===== src/rtl/core/crgf_pkg.sv =====
package crgf_pkg;

  localparam int unsigned MAX_DIM_DEF = 4096;

  localparam int unsigned DIM_W   = 13;
  localparam int unsigned COLOR_W = 32;
  localparam int unsigned INDEX_W = 24;
  localparam int unsigned CH_W    = 8;
  localparam int unsigned NUM_CH  = COLOR_W / CH_W;
  localparam int unsigned T_W     = 8;
  localparam int unsigned NUM_W   = DIM_W + T_W;
  localparam int unsigned PROD_W  = 2 * (CH_W + 1);
  localparam int unsigned CLIP_W  = 18;

  localparam logic [DIM_W-1:0] SURF_W_RESET = DIM_W'(640);
  localparam logic [DIM_W-1:0] SURF_H_RESET = DIM_W'(480);

  typedef enum logic [0:0] {
    CFG_SURFACE_WIDTH  = 1'b0,
    CFG_SURFACE_HEIGHT = 1'b1
  } cfg_reg_e;

  typedef enum logic [1:0] {
    KIND_STEP        = 2'd0,
    KIND_START_EMPTY = 2'd1,
    KIND_START_RECT  = 2'd2
  } kind_e;

  typedef struct packed {
    kind_e              kind;
    logic [DIM_W-1:0]   col;
    logic [DIM_W-1:0]   row;
    logic [DIM_W-1:0]   width;
    logic [DIM_W-1:0]   height;
    logic [COLOR_W-1:0] top;
    logic [COLOR_W-1:0] bottom;
  } job_t;

  typedef enum logic [2:0] {
    ST_IDLE  = 3'd0,
    ST_DIV   = 3'd1,
    ST_MUL   = 3'd2,
    ST_BLEND = 3'd3,
    ST_ADDR  = 3'd4,
    ST_EMIT  = 3'd5
  } back_state_e;

endpackage


===== src/rtl/core/crgf_if.sv =====
interface crgf_in_if import crgf_pkg::*; ();
  logic               valid;
  logic               ready;
  logic               command;
  logic signed [15:0] rect_x;
  logic signed [15:0] rect_y;
  logic signed [15:0] rect_w;
  logic signed [15:0] rect_h;
  logic [COLOR_W-1:0] top_color;
  logic [COLOR_W-1:0] bottom_color;

  modport source (
    output valid, command, rect_x, rect_y, rect_w, rect_h, top_color, bottom_color,
    input  ready
  );
  modport sink (
    input  valid, command, rect_x, rect_y, rect_w, rect_h, top_color, bottom_color,
    output ready
  );
endinterface

interface crgf_out_if import crgf_pkg::*; ();
  logic               valid;
  logic               ready;
  logic               write_valid;
  logic [INDEX_W-1:0] pixel_index;
  logic [COLOR_W-1:0] pixel_color;
  logic               last_write;
  logic               busy_res;

  modport source (
    output valid, write_valid, pixel_index, pixel_color, last_write, busy_res,
    input  ready
  );
  modport sink (
    input  valid, write_valid, pixel_index, pixel_color, last_write, busy_res,
    output ready
  );
endinterface


===== src/rtl/core/clipped_rect_gradient_fill.sv =====
// Channel   Dir  Handshake          Payload
// in_ch     in   valid/ready        command, rect_x/y/w/h, top_color, bottom_color
// out_ch    out  valid/ready        write_valid, pixel_index, pixel_color,
//                                   last_write, busy_res
// cfg       in   cfg_we_i (no ack)  cfg_idx_i, cfg_wdata_i
//
// Each request yields one response. Start and idle steps are answered from the idle state of
// the back end; a pixel step passes an address stage and an emit stage, and on the first pixel
// of a row the row color is first rebuilt by a bit-serial divide, a multiply and a blend stage.
// Reset (rst_ni, async low) clears all control state; surface size resets to 640x480.
// A two-entry queue takes requests while the output register waits on out_ch.ready.
module clipped_rect_gradient_fill import crgf_pkg::*; #(
  parameter int unsigned MAX_DIM = MAX_DIM_DEF
) (
  input  logic             clk_i,
  input  logic             rst_ni,
  crgf_in_if.sink          in_ch,
  crgf_out_if.source       out_ch,
  input  logic             cfg_we_i,
  input  cfg_reg_e         cfg_idx_i,
  input  logic [DIM_W-1:0] cfg_wdata_i
);

  logic             push, push_ready, job_valid, pop;
  job_t             push_job, head_job;
  logic [DIM_W-1:0] surf_w;

  crgf_front #(
    .MAX_DIM (MAX_DIM)
  ) u_front (
    .clk_i        (clk_i),
    .rst_ni       (rst_ni),
    .in_ch        (in_ch),
    .cfg_we_i     (cfg_we_i),
    .cfg_idx_i    (cfg_idx_i),
    .cfg_wdata_i  (cfg_wdata_i),
    .push_o       (push),
    .job_o        (push_job),
    .push_ready_i (push_ready),
    .surf_w_o     (surf_w)
  );

  crgf_queue u_queue (
    .clk_i   (clk_i),
    .rst_ni  (rst_ni),
    .push_i  (push),
    .job_i   (push_job),
    .ready_o (push_ready),
    .valid_o (job_valid),
    .job_o   (head_job),
    .pop_i   (pop)
  );

  crgf_back u_back (
    .clk_i       (clk_i),
    .rst_ni      (rst_ni),
    .job_valid_i (job_valid),
    .job_i       (head_job),
    .pop_o       (pop),
    .surf_w_i    (surf_w),
    .out_ch      (out_ch)
  );

endmodule


===== src/rtl/core/crgf_front.sv =====
module crgf_front import crgf_pkg::*; #(
  parameter int unsigned MAX_DIM = MAX_DIM_DEF
) (
  input  logic             clk_i,
  input  logic             rst_ni,
  crgf_in_if.sink          in_ch,
  input  logic             cfg_we_i,
  input  cfg_reg_e         cfg_idx_i,
  input  logic [DIM_W-1:0] cfg_wdata_i,
  output logic             push_o,
  output job_t             job_o,
  input  logic             push_ready_i,
  output logic [DIM_W-1:0] surf_w_o
);

  logic [DIM_W-1:0] surf_w_q, surf_w_d;
  logic [DIM_W-1:0] surf_h_q, surf_h_d;
  logic [DIM_W-1:0] cfg_val;

  logic signed [CLIP_W-1:0] x0, y0, w0, h0;
  logic signed [CLIP_W-1:0] x1, y1, w1, h1;
  logic signed [CLIP_W-1:0] w2, h2;
  logic signed [CLIP_W-1:0] sw_s, sh_s;
  logic                     empty;

  always_comb begin
    cfg_val = cfg_wdata_i;
    if (32'(cfg_wdata_i) > MAX_DIM) begin
      cfg_val = DIM_W'(MAX_DIM);
    end
    surf_w_d = surf_w_q;
    surf_h_d = surf_h_q;
    if (cfg_we_i) begin
      unique case (cfg_idx_i)
        CFG_SURFACE_WIDTH:  surf_w_d = cfg_val;
        CFG_SURFACE_HEIGHT: surf_h_d = cfg_val;
        default: ;
      endcase
    end
  end

  always_ff @(posedge clk_i or negedge rst_ni) begin
    if (!rst_ni) begin
      surf_w_q <= SURF_W_RESET;
      surf_h_q <= SURF_H_RESET;
    end else begin
      surf_w_q <= surf_w_d;
      surf_h_q <= surf_h_d;
    end
  end

  // clip against the surface
  always_comb begin
    x0   = CLIP_W'(in_ch.rect_x);
    y0   = CLIP_W'(in_ch.rect_y);
    w0   = CLIP_W'(in_ch.rect_w);
    h0   = CLIP_W'(in_ch.rect_h);
    sw_s = signed'({{(CLIP_W-DIM_W){1'b0}}, surf_w_q});
    sh_s = signed'({{(CLIP_W-DIM_W){1'b0}}, surf_h_q});
    x1   = (x0 < 0) ? '0 : x0;
    w1   = (x0 < 0) ? (w0 + x0) : w0;
    y1   = (y0 < 0) ? '0 : y0;
    h1   = (y0 < 0) ? (h0 + y0) : h0;
    w2   = (x1 + w1 > sw_s) ? (sw_s - x1) : w1;
    h2   = (y1 + h1 > sh_s) ? (sh_s - y1) : h1;
    empty = (w0 <= 0) || (h0 <= 0) || (w2 <= 0) || (h2 <= 0);

    job_o.col    = x1[DIM_W-1:0];
    job_o.row    = y1[DIM_W-1:0];
    job_o.width  = w2[DIM_W-1:0];
    job_o.height = h2[DIM_W-1:0];
    job_o.top    = in_ch.top_color;
    job_o.bottom = in_ch.bottom_color;
    if (in_ch.command) begin
      job_o.kind = KIND_STEP;
    end else if (empty) begin
      job_o.kind = KIND_START_EMPTY;
    end else begin
      job_o.kind = KIND_START_RECT;
    end
  end

  assign in_ch.ready = push_ready_i;
  assign push_o      = in_ch.valid && push_ready_i;
  assign surf_w_o    = surf_w_q;

endmodule


===== src/rtl/core/crgf_queue.sv =====
module crgf_queue import crgf_pkg::*; (
  input  logic clk_i,
  input  logic rst_ni,
  input  logic push_i,
  input  job_t job_i,
  output logic ready_o,
  output logic valid_o,
  output job_t job_o,
  input  logic pop_i
);

  job_t       slot_q [2];
  logic       wr_ptr_q, rd_ptr_q;
  logic [1:0] cnt_q;

  assign ready_o = (cnt_q != 2'd2);
  assign valid_o = (cnt_q != 2'd0);
  assign job_o   = slot_q[rd_ptr_q];

  always_ff @(posedge clk_i) begin
    if (push_i) begin
      slot_q[wr_ptr_q] <= job_i;
    end
  end

  always_ff @(posedge clk_i or negedge rst_ni) begin
    if (!rst_ni) begin
      wr_ptr_q <= 1'b0;
      rd_ptr_q <= 1'b0;
      cnt_q    <= 2'd0;
    end else begin
      if (push_i) begin
        wr_ptr_q <= ~wr_ptr_q;
      end
      if (pop_i) begin
        rd_ptr_q <= ~rd_ptr_q;
      end
      case ({push_i, pop_i})
        2'b10:   cnt_q <= cnt_q + 2'd1;
        2'b01:   cnt_q <= cnt_q - 2'd1;
        default: ;
      endcase
    end
  end

endmodule


===== src/rtl/core/crgf_back.sv =====
module crgf_back import crgf_pkg::*; (
  input  logic             clk_i,
  input  logic             rst_ni,
  input  logic             job_valid_i,
  input  job_t             job_i,
  output logic             pop_o,
  input  logic [DIM_W-1:0] surf_w_i,
  crgf_out_if.source       out_ch
);

  back_state_e state_q, state_d;

  logic               active_q;
  logic [DIM_W-1:0]   org_col_q, org_row_q, span_w_q, span_h_q, col_q, row_q;
  logic [COLOR_W-1:0] top_q, bot_q, row_color_q, row_color_d;
  logic [T_W-1:0]     t_q;
  logic [NUM_W-1:0]   rem_q;
  logic [2:0]         bit_q;
  logic signed [PROD_W-1:0] mix_q [NUM_CH];
  logic [2*DIM_W-1:0] addr_q;

  logic               out_valid_q;
  logic               wv_q, last_q, busy_q;
  logic [INDEX_W-1:0] idx_q;
  logic [COLOR_W-1:0] color_q;

  logic               out_free;
  logic               is_step, run_step;
  logic               take_zero, take_row, take_pix, emit;
  logic [DIM_W-1:0]   denom;
  logic [NUM_W-1:0]   div_sub;
  logic               div_ge;
  logic               col_end, row_end, last;
  logic [DIM_W-1:0]   abs_row, abs_col;
  logic [INDEX_W-1:0] pix_idx;

  assign out_free = !out_valid_q || out_ch.ready;
  assign is_step  = (job_i.kind == KIND_STEP);
  assign run_step = is_step && active_q;

  // next state
  always_comb begin
    state_d = state_q;
    unique case (state_q)
      ST_IDLE: begin
        if (job_valid_i && out_free && run_step) begin
          state_d = (col_q == '0) ? ST_DIV : ST_ADDR;
        end
      end
      ST_DIV:   if (bit_q == 3'd0) state_d = ST_MUL;
      ST_MUL:   state_d = ST_BLEND;
      ST_BLEND: state_d = ST_ADDR;
      ST_ADDR:  state_d = ST_EMIT;
      ST_EMIT:  if (out_free) state_d = ST_IDLE;
      default:  state_d = ST_IDLE;
    endcase
  end

  // control strobes
  always_comb begin
    take_zero = 1'b0;
    take_row  = 1'b0;
    take_pix  = 1'b0;
    emit      = 1'b0;
    unique case (state_q)
      ST_IDLE: begin
        if (job_valid_i && out_free) begin
          take_zero = !run_step;
          take_row  = run_step && (col_q == '0);
          take_pix  = run_step && (col_q != '0);
        end
      end
      ST_EMIT: emit = out_free;
      default: ;
    endcase
  end

  assign pop_o = take_zero || take_row || take_pix;

  // t = row*255/(H-1), one quotient bit per cycle
  assign denom   = (span_h_q > DIM_W'(1)) ? (span_h_q - DIM_W'(1)) : DIM_W'(1);
  assign div_sub = NUM_W'({{T_W{1'b0}}, denom} << bit_q);
  assign div_ge  = (rem_q >= div_sub);

  always_comb begin
    logic [PROD_W-1:0] mag;
    logic [CH_W-1:0]   qt, c1;
    row_color_d = '0;
    for (int k = 0; k < NUM_CH; k++) begin
      c1  = top_q[k*CH_W +: CH_W];
      mag = mix_q[k][PROD_W-1] ? PROD_W'(-mix_q[k]) : PROD_W'(mix_q[k]);
      qt  = CH_W'((mag + PROD_W'(1) + (mag >> CH_W)) >> CH_W);
      row_color_d[k*CH_W +: CH_W] = mix_q[k][PROD_W-1] ? (c1 - qt) : (c1 + qt);
    end
  end

  assign abs_row = org_row_q + row_q;
  assign abs_col = org_col_q + col_q;
  assign pix_idx = addr_q[INDEX_W-1:0] + INDEX_W'(abs_col);
  assign col_end = ({1'b0, col_q} + 1'b1) >= {1'b0, span_w_q};
  assign row_end = ({1'b0, row_q} + 1'b1) >= {1'b0, span_h_q};
  assign last    = col_end && row_end;

  always_ff @(posedge clk_i) begin
    if (take_row) begin
      rem_q <= (NUM_W'(row_q) << T_W) - NUM_W'(row_q);
      t_q   <= '0;
    end else if (state_q == ST_DIV) begin
      if (div_ge) begin
        rem_q <= rem_q - div_sub;
      end
      t_q <= {t_q[T_W-2:0], div_ge};
    end
    if (state_q == ST_MUL) begin
      for (int k = 0; k < NUM_CH; k++) begin
        mix_q[k] <= (signed'({1'b0, bot_q[k*CH_W +: CH_W]})
                   - signed'({1'b0, top_q[k*CH_W +: CH_W]}))
                   * signed'({1'b0, t_q});
      end
    end
    if (state_q == ST_ADDR) begin
      addr_q <= abs_row * surf_w_i;
    end
    if (take_zero || emit) begin
      idx_q   <= take_zero ? '0 : pix_idx;
      color_q <= take_zero ? '0 : row_color_q;
    end
  end

  always_ff @(posedge clk_i or negedge rst_ni) begin
    if (!rst_ni) begin
      state_q     <= ST_IDLE;
      active_q    <= 1'b0;
      org_col_q   <= '0;
      org_row_q   <= '0;
      span_w_q    <= '0;
      span_h_q    <= '0;
      col_q       <= '0;
      row_q       <= '0;
      top_q       <= '0;
      bot_q       <= '0;
      row_color_q <= '0;
      bit_q       <= '0;
      out_valid_q <= 1'b0;
      wv_q        <= 1'b0;
      last_q      <= 1'b0;
      busy_q      <= 1'b0;
    end else begin
      state_q <= state_d;
      if (take_zero && !is_step) begin
        active_q    <= (job_i.kind == KIND_START_RECT);
        col_q       <= '0;
        row_q       <= '0;
        top_q       <= job_i.top;
        bot_q       <= job_i.bottom;
        row_color_q <= job_i.top;
        if (job_i.kind == KIND_START_RECT) begin
          org_col_q <= job_i.col;
          org_row_q <= job_i.row;
          span_w_q  <= job_i.width;
          span_h_q  <= job_i.height;
        end
      end
      if (take_row) begin
        bit_q <= 3'd7;
      end else if (state_q == ST_DIV) begin
        bit_q <= bit_q - 3'd1;
      end
      if (state_q == ST_BLEND) begin
        row_color_q <= row_color_d;
      end
      if (emit) begin
        if (last) begin
          active_q <= 1'b0;
          col_q    <= '0;
          row_q    <= '0;
        end else if (col_end) begin
          col_q <= '0;
          row_q <= row_q + DIM_W'(1);
        end else begin
          col_q <= col_q + DIM_W'(1);
        end
      end
      if (take_zero || emit) begin
        out_valid_q <= 1'b1;
        wv_q        <= emit;
        last_q      <= emit && last;
        busy_q      <= emit && !last;
      end else if (out_ch.ready) begin
        out_valid_q <= 1'b0;
      end
    end
  end

  assign out_ch.valid       = out_valid_q;
  assign out_ch.write_valid = wv_q;
  assign out_ch.pixel_index = idx_q;
  assign out_ch.pixel_color = color_q;
  assign out_ch.last_write  = last_q;
  assign out_ch.busy_res    = busy_q;

endmodule


===== src/flat_wrapper.sv =====
// flat-port wrapper written by rule: the top's interface ports become plain ports
module clipped_rect_gradient_fill_flat import crgf_pkg::*;
#(
  parameter int unsigned MAX_DIM = MAX_DIM_DEF
)
  (clk_i, rst_ni, cfg_we_i, cfg_idx_i, cfg_wdata_i, in_ch_valid, in_ch_command, in_ch_rect_x, in_ch_rect_y, in_ch_rect_w, in_ch_rect_h, in_ch_top_color, in_ch_bottom_color, in_ch_ready, out_ch_valid, out_ch_write_valid, out_ch_pixel_index, out_ch_pixel_color, out_ch_last_write, out_ch_busy_res, out_ch_ready);
  crgf_in_if in_ch_i ();
  crgf_out_if out_ch_i ();
  input  logic clk_i;
  input  logic rst_ni;
  input  logic cfg_we_i;
  input  cfg_reg_e cfg_idx_i;
  input  logic [DIM_W-1:0] cfg_wdata_i;
  input wire logic [$bits(in_ch_i.valid)-1:0] in_ch_valid;
  input wire logic [$bits(in_ch_i.command)-1:0] in_ch_command;
  input wire logic [$bits(in_ch_i.rect_x)-1:0] in_ch_rect_x;
  input wire logic [$bits(in_ch_i.rect_y)-1:0] in_ch_rect_y;
  input wire logic [$bits(in_ch_i.rect_w)-1:0] in_ch_rect_w;
  input wire logic [$bits(in_ch_i.rect_h)-1:0] in_ch_rect_h;
  input wire logic [$bits(in_ch_i.top_color)-1:0] in_ch_top_color;
  input wire logic [$bits(in_ch_i.bottom_color)-1:0] in_ch_bottom_color;
  output wire logic [$bits(in_ch_i.ready)-1:0] in_ch_ready;
  output wire logic [$bits(out_ch_i.valid)-1:0] out_ch_valid;
  output wire logic [$bits(out_ch_i.write_valid)-1:0] out_ch_write_valid;
  output wire logic [$bits(out_ch_i.pixel_index)-1:0] out_ch_pixel_index;
  output wire logic [$bits(out_ch_i.pixel_color)-1:0] out_ch_pixel_color;
  output wire logic [$bits(out_ch_i.last_write)-1:0] out_ch_last_write;
  output wire logic [$bits(out_ch_i.busy_res)-1:0] out_ch_busy_res;
  input wire logic [$bits(out_ch_i.ready)-1:0] out_ch_ready;
  assign in_ch_i.valid = in_ch_valid;
  assign in_ch_i.command = in_ch_command;
  assign in_ch_i.rect_x = in_ch_rect_x;
  assign in_ch_i.rect_y = in_ch_rect_y;
  assign in_ch_i.rect_w = in_ch_rect_w;
  assign in_ch_i.rect_h = in_ch_rect_h;
  assign in_ch_i.top_color = in_ch_top_color;
  assign in_ch_i.bottom_color = in_ch_bottom_color;
  assign in_ch_ready = in_ch_i.ready;
  assign out_ch_valid = out_ch_i.valid;
  assign out_ch_write_valid = out_ch_i.write_valid;
  assign out_ch_pixel_index = out_ch_i.pixel_index;
  assign out_ch_pixel_color = out_ch_i.pixel_color;
  assign out_ch_last_write = out_ch_i.last_write;
  assign out_ch_busy_res = out_ch_i.busy_res;
  assign out_ch_i.ready = out_ch_ready;
  clipped_rect_gradient_fill #(.MAX_DIM(MAX_DIM)) u_core (.clk_i(clk_i), .rst_ni(rst_ni), .in_ch(in_ch_i), .out_ch(out_ch_i), .cfg_we_i(cfg_we_i), .cfg_idx_i(cfg_idx_i), .cfg_wdata_i(cfg_wdata_i));
endmodule

===== config.mk =====
export PLATFORM = sky130hd
export DESIGN_NAME = clipped_rect_gradient_fill_flat
export DESIGN_NICKNAME = d
export VERILOG_FILES = /design/src/rtl/core/crgf_pkg.sv /design/src/rtl/core/crgf_if.sv /design/src/rtl/core/clipped_rect_gradient_fill.sv /design/src/rtl/core/crgf_front.sv /design/src/rtl/core/crgf_queue.sv /design/src/rtl/core/crgf_back.sv /design/src/flat_wrapper.sv
export SDC_FILE = /design/constraint.sdc
export NUM_CORES = 2
export LEC_CHECK = 0
export ABC_AREA = 1
export BUFFER_PORTS_ARGS = -buffer_cell sky130_fd_sc_hd__clkbuf_2
export CAP_MARGIN = 25
export CORE_MARGIN = 2
export CORE_UTILIZATION = 53
export DETAILED_ROUTE_END_ITERATION = 12
export PLACE_DENSITY = 0.78
export SLEW_MARGIN = 30
export SYNTH_ARGS = -nofsm -noshare
export SYNTH_HDL_FRONTEND = slang
export SYNTH_SLANG_ARGS = --single-unit
export TNS_END_PERCENT = 1

===== constraint.sdc =====
create_clock -name clk_i -period 7.6 [get_ports clk_i]
set_input_delay 0.76 -clock clk_i [delete_from_list [all_inputs] [get_ports clk_i]]
set_output_delay 0.76 -clock clk_i [all_outputs]
set_load 0.01 [all_outputs]

# ---- Word level (Yosys, flattened, before mapping)
# Memory sizes are Yosys's and may differ from the RTL's.
# Index checks and enable logic that the tools add are counted.
dict set report classes {
  addsub 43
  multipliers 5
  magnitude_cmp 13
  n_eq_ne 12
  n_shift 1
  muxes 55
  bitwise_logic 3
  reduce_logical 38
}
# cell count
set op_table {}
lappend op_table {{$mux W18} 10}
lappend op_table {{$mux W13} 10}
lappend op_table {{$mul A9 B9 Y18} 4}
lappend op_table {{$neg A18 Y18} 4}
lappend op_table {{$add A16 B1 Y16 const B} 4}
lappend op_table {{$add A16 B10 Y16} 4}
lappend op_table {{$mux W32} 2}
lappend op_table {{$mux W21} 3}
lappend op_table {{$add A18 B18 Y18} 2}
lappend op_table {{$gt A18 B14 Y1} 2}
lappend op_table {{$le A18 B1 Y1 const B} 2}
lappend op_table {{$sub A14 B18 Y18} 2}
lappend op_table {{$sub A8 B8 Y9} 4}
lappend op_table {{$add A16 B16 Y17} 2}
lappend op_table {{$add A8 B8 Y8} 4}
lappend op_table {{$le A16 B1 Y1 const B} 2}
lappend op_table {{$lt A16 B1 Y1 const B} 2}
lappend op_table {{$mux W8} 4}
lappend op_table {{$sub A8 B8 Y8} 4}
lappend op_table {{$add A13 B1 Y14 const B} 2}
lappend op_table {{$ge A14 B13 Y1} 2}
lappend op_table {{$add A13 B1 Y13 const B} 2}
lappend op_table {{$add A13 B13 Y13} 2}
lappend op_table {{$add A24 B13 Y24} 1}
lappend op_table {{33 further kinds} 90}
dict set report totals {
  ff_bits 324
  mem_bits_rw 308
  in_bits 148
  output_inout_bits 61
  elab_cells 198
  mem_count 2
}
# name depth width rd rd_ports_with_merged_regs wr line_no
set memory_table {}
lappend memory_table {u_core.u_queue.slot_q 2 118 1 0 1 crgf_queue.sv:12} ;# job_t slot_q [2];
lappend memory_table {u_core.u_back.mix_q 4 18 4 0 4 crgf_back.sv:19} ;# logic signed [PROD_W-1:0] mix_q [NUM_CH];

# ---- Longest topological paths before layout
# An unclocked memory read counts as a cell.
dict set report logic_depth {
  word_depth 11
  mapped_depth 42
}

# ---- Cells and area by module
# From an unflattened synthesis, not the netlist that was laid out.
dict set report hier_totals {
  cells_unflattened 7171
  area_unflattened_um2 58288.4
}
# mod n_inst cells_each area_per_inst_um2 seq_area_each_um2
set modules_own_cells {}
lappend modules_own_cells {crgf_back 1 5185 41242.1 9984.6}
lappend modules_own_cells {crgf_queue 1 640 8901.0 7186.9}
lappend modules_own_cells {crgf_front 1 1346 8145.3 658.1}

# ---- Worst setup path before layout
# Ideal clock, no wire load.
dict set report synth_path {
  path_type {register -> register}
  startpoint {register u_core.u_back.row_q[0]}
  endpoint {register u_core.u_back.addr_q[20] (data pin)}
  setup_ps 260
  arrival_ps 6148
  required_time_ps 7340
  slack_ps 1192
  path_stages_with_launch 35
  n_path_buf 0
  synth_period_minus_slack_ps 6408
  path_cell_list {dfrtp_1 ha_1 fa_1 nand3_1 nand2_1 a21oi_1 o21bai_1 or2_2 nand2_1 inv_1 nand2_1 fa_1 inv_1 fa_1 fa_1 inv_1 fa_1 inv_1 fa_1 ha_1 a21o_1 o21bai_1 nand2_1 nand3_1 a31o_2 nand2_1 inv_1 o21ai_0 nand2_1 nand2_1 nand2_1 a21oi_1 nor2_1 nor2_1 xor2_1}
}
dict set report synth_via {
  elab_chain_len 2
}
# element line_no
set synth_rtl {}
lappend synth_rtl {{start, declared} crgf_back.sv:14} ;# logic [DIM_W-1:0] org_col_q, org_row_q, span_w_q, span_h_q, col_q, row_q;
lappend synth_rtl {{start signal, assigned} crgf_back.sv:179} ;# row_q <= row_q + DIM_W'(1);
lappend synth_rtl {{$add A13 B13 Y13} crgf_back.sv:97} ;# assign abs_row = org_row_q + row_q;
lappend synth_rtl {{$mul A13 B13 Y24} crgf_back.sv:122} ;# addr_q <= abs_row * surf_w_i;
lappend synth_rtl {{end signal, assigned} crgf_back.sv:122}
lappend synth_rtl {{end, declared} crgf_back.sv:20} ;# logic [2*DIM_W-1:0] addr_q;
# Every way passes these cells.
# A chain may end at the register's enable or synchronous reset.

# ---- Worst setup path after layout
dict set report layout_path {
  startpoint {register u_core.u_back.row_q[2]}
  endpoint {register u_core.u_back.addr_q[23] (data pin)}
}
# The elaborated chain is that of the path after synthesis.

==> summary.md <==
| Metric | Value |
|---|---|
| DIE HEIGHT | 329 um |
| Min-Delay Path Class | in -> async |
| Synth Cell Area | 56100 um2 |
| Detailed Place HPWL | roughly 120000 um |
| Vias post-DR | 45754 |
| Period Utilization, post-route | 0.935 |
| Critical path origin | u_core.u_back.row_q[2] |
| TritonRoute pass-1 iters | 6 |
| Bufs and invs on worst path | 5 |
| All-layer global routing usage | 0.277 |
| Max Fanout on Critical Path | 8 |
| CTS clk-pin slew, worst paths | roughly 70 ps |
| Slew HR | 0.349 |
| Final Setup Violations | 0 |
| Final Hold Viols | 0 |
| Synth async-reset ratio | 0.340 |
| Final min period | around 7000 ps |
| Yosys warns | 0 |
| F_max | about 140 MHz |
| Clock net sink count | ~630 |
| Clock latency on the worst-skew pair | around 650 ps |
| Die Footprint | 108000 um2 |
| DR iter-0 viols | 3626 |
| IO Port Bufs | about 210 |
| I/O pin count | ~210 |
| Post-Synthesis Cells | 6784 |
| Detailed-route wire length per cell | 17.8 um |
| Grt ovf | 0 |
| Critical Path Max Stage Delay | 530 ps |
| Placer Congestion | 1.00 |
| Pins over their slew limit | 0 |
| Yosys cell types | 65 |
| Total negative slack | 0 ps |
| Share of layout cells above drive strength 1 | 0.0720 |
| Routed Antenna Nets | 0 |
| CTS tree | yes |
| CP Launch Type | register |
| Area delta synth->final | 8.96% |
| Crit-path slowest cell | fa_1 |
| Main synth FF type | edfxtp_1 |
| Largest net degree at the start of global routing | 112 |
| # resized after CTS | 0 |
| Worst-margin pin slew | 971 ps |
| # Post-CTS Setup Buffers | 0 |
| Post-synth EDFFs | 409 |
| CTS Hold Bufs | 0 |
| Syn Area/Cell | 8.27 um2 |
| CTS buffer count | slightly above 70 |
| Critical Path End Type | register |
| Initial Util | 0.534 |
| CTS Buffer Depth | 3 |
| Syn Nets | 7832 |
| # DRC | 0 |
| RSZ-0062 raised after global routing | no |
| Final WL | approximately 150000 um |
| First-pass GRT wire length | 237000 um |
| NumNets Final | 7995 |
| WP data required | 7970 ps |
| CP arrival | 7470 ps |
| Row cnt | between 100 and 150 |
| Seq/Total Area, Yosys | 0.318 |
| Max-Cap Viols | 0 |
| CP delay by family, top | adder cells |
| #FFs+latches synth | between 600 and 700 |
| Initial antenna violation count | 11 |
| Clock skew | about 23 ps |
| RR Startpoint | u_core.u_back.row_q[2] |
| Vias in the first global route | 45357 |
| Die Wd | approximately 330 um |
| H-tree depth | 3 |
| Root Buffer Master | clkbuf_16 |
| Vias per cell | 5.45 |
| Status | finished, final reports clean |
| Critical path class | reg -> reg |
| CORE AREA | about 110000 um2 |
synth_stat cells, drive strengths merged, types with 2 or more instances:
library cell	n	area (um2)
a21oi	332	1670
a31o	3	26.3
inv	1299	4880
o2111ai	8	70.1
o21bai	20	150
edfxtp	409	12300
fa	378	7570
o21ai	455	2300
o21a	12	90.1
dfstp	6	158
ha	522	6530
buf	25	145
a221oi	3	26.3
nor3	46	253
a211oi	10	75.1
mux2	32	360
nand4	44	275
a31oi	18	113
and2	14	87.6
o221ai	7	61.3
o22ai	3	18.8
a21o	16	120
nand3b	14	105
dfxtp	8	160
nor2	583	2200
xnor2	87	762
o311ai	2	17.5
a21boi	9	67.6
nand2	1449	5480
o211ai	51	383
clkinv	15	57.6
or2	48	300
mux2i	8	80.1
dfrtp	209	5230
clkbuf	134	503
nand3	235	1200
xor2	221	1950
o31ai	14	105
nor4	21	138
and3	8	50.1
flip-flops by register name, indices dropped and copies added (netlist names), 24 cells and up:
register,count
u_core.u_back.out_ch.pixel_index,24
u_core.u_back.addr_q,24
u_core.u_back.bot_q,32
u_core.u_back.top_q,32
u_core.u_back.mix_q,72
u_core.u_queue.slot_q,236
u_core.u_back.out_ch.pixel_color,32
u_core.u_back.row_color_q,32
final cells by class:
type	instances	area, um2
Fill cell	9311	44000
Multi-Input combinational cell	4679	32700
Sequential cell	632	17800
Inverter	1314	4940
Clock buffer	88	1990
Tap cell	1391	1740
Timing Repair Buffer	249	1410
Clock inverter	42	474
Antenna cell	7	17.5
cells in the final DEF, fill, tap and decap left out, types with 34 or more instances in the layout:
cell / Yosys / routed
a21oi_1: 331 / 331
buf_4: 2 / 38
clkbuf_16: 0 / 75
clkbuf_2: 0 / 207
dfrtp_1: 209 / 208
edfxtp_1: 409 / 409
fa_1: 378 / 378
ha_1: 522 / 522
inv_1: 1290 / 1287
nand2_1: 1437 / 1435
nand3_1: 231 / 230
nand4_1: 44 / 44
nor2_1: 579 / 576
nor3_1: 44 / 42
o211ai_1: 51 / 51
o21ai_0: 418 / 418
o21ai_1: 34 / 34
or2_2: 44 / 44
xnor2_1: 87 / 87
xor2_1: 219 / 219
kinds of logic (layout without fill, tap and decap cells):
family | count (synthesis) | in the layout | share of synthesized area
mux | 40 | 40 | 0.00785
buf+inv | 1473 | 1693 | 0.0995
flops | 632 | 632 | 0.318
other cells | 0 | 7 | 0
fa+ha+maj | 900 | 900 | 0.251
xor+xnor | 308 | 308 | 0.0483
compound gates | 967 | 967 | 0.0951
simple gates | 2464 | 2464 | 0.180
through the flow:
stage,hold slack (ps),area (um2),setup slack (ps),cells,util
final,187,61100,494,8402,0.582
after global routing,237,61100,1.14,8399,0.582
after CTS,225,61100,478,8395,0.581
after detailed placement,467,58700,503,8265,0.558
after global placement,464,58600,646,8263,0.557
after floorplan,449,56100,1190,6784,-
routing by layer:
metal  up-vias  share of wire  track usage
met5         -        0.00013            0
met4         2          0.048        0.126
met3       343          0.069       0.0419
met2      1584           0.48        0.476
met1     21854           0.40        0.344
li1      21971              -            -
final timing paths:
path / slack [ps] / end / depth (start not counted)
setup reg to reg: 490 / u_core.u_back.addr_q[23] / 28
hold reg to reg: 480 / u_core.u_back.row_color_q[15] / 2
max in group asynchronous: 6060 / u_core.u_back.top_q[2] / 2
setup / recovery: 490 / u_core.u_back.addr_q[23] / 28
min in group clk_i: 300 / u_core.u_queue.slot_q[1][3] / 1
hold / removal: 190 / u_core.u_front.surf_h_q[10] / 1
Power is left out: the tool's default activity adds up to more than one toggle a clock period on the data nets, which glitch-free logic cannot reach.
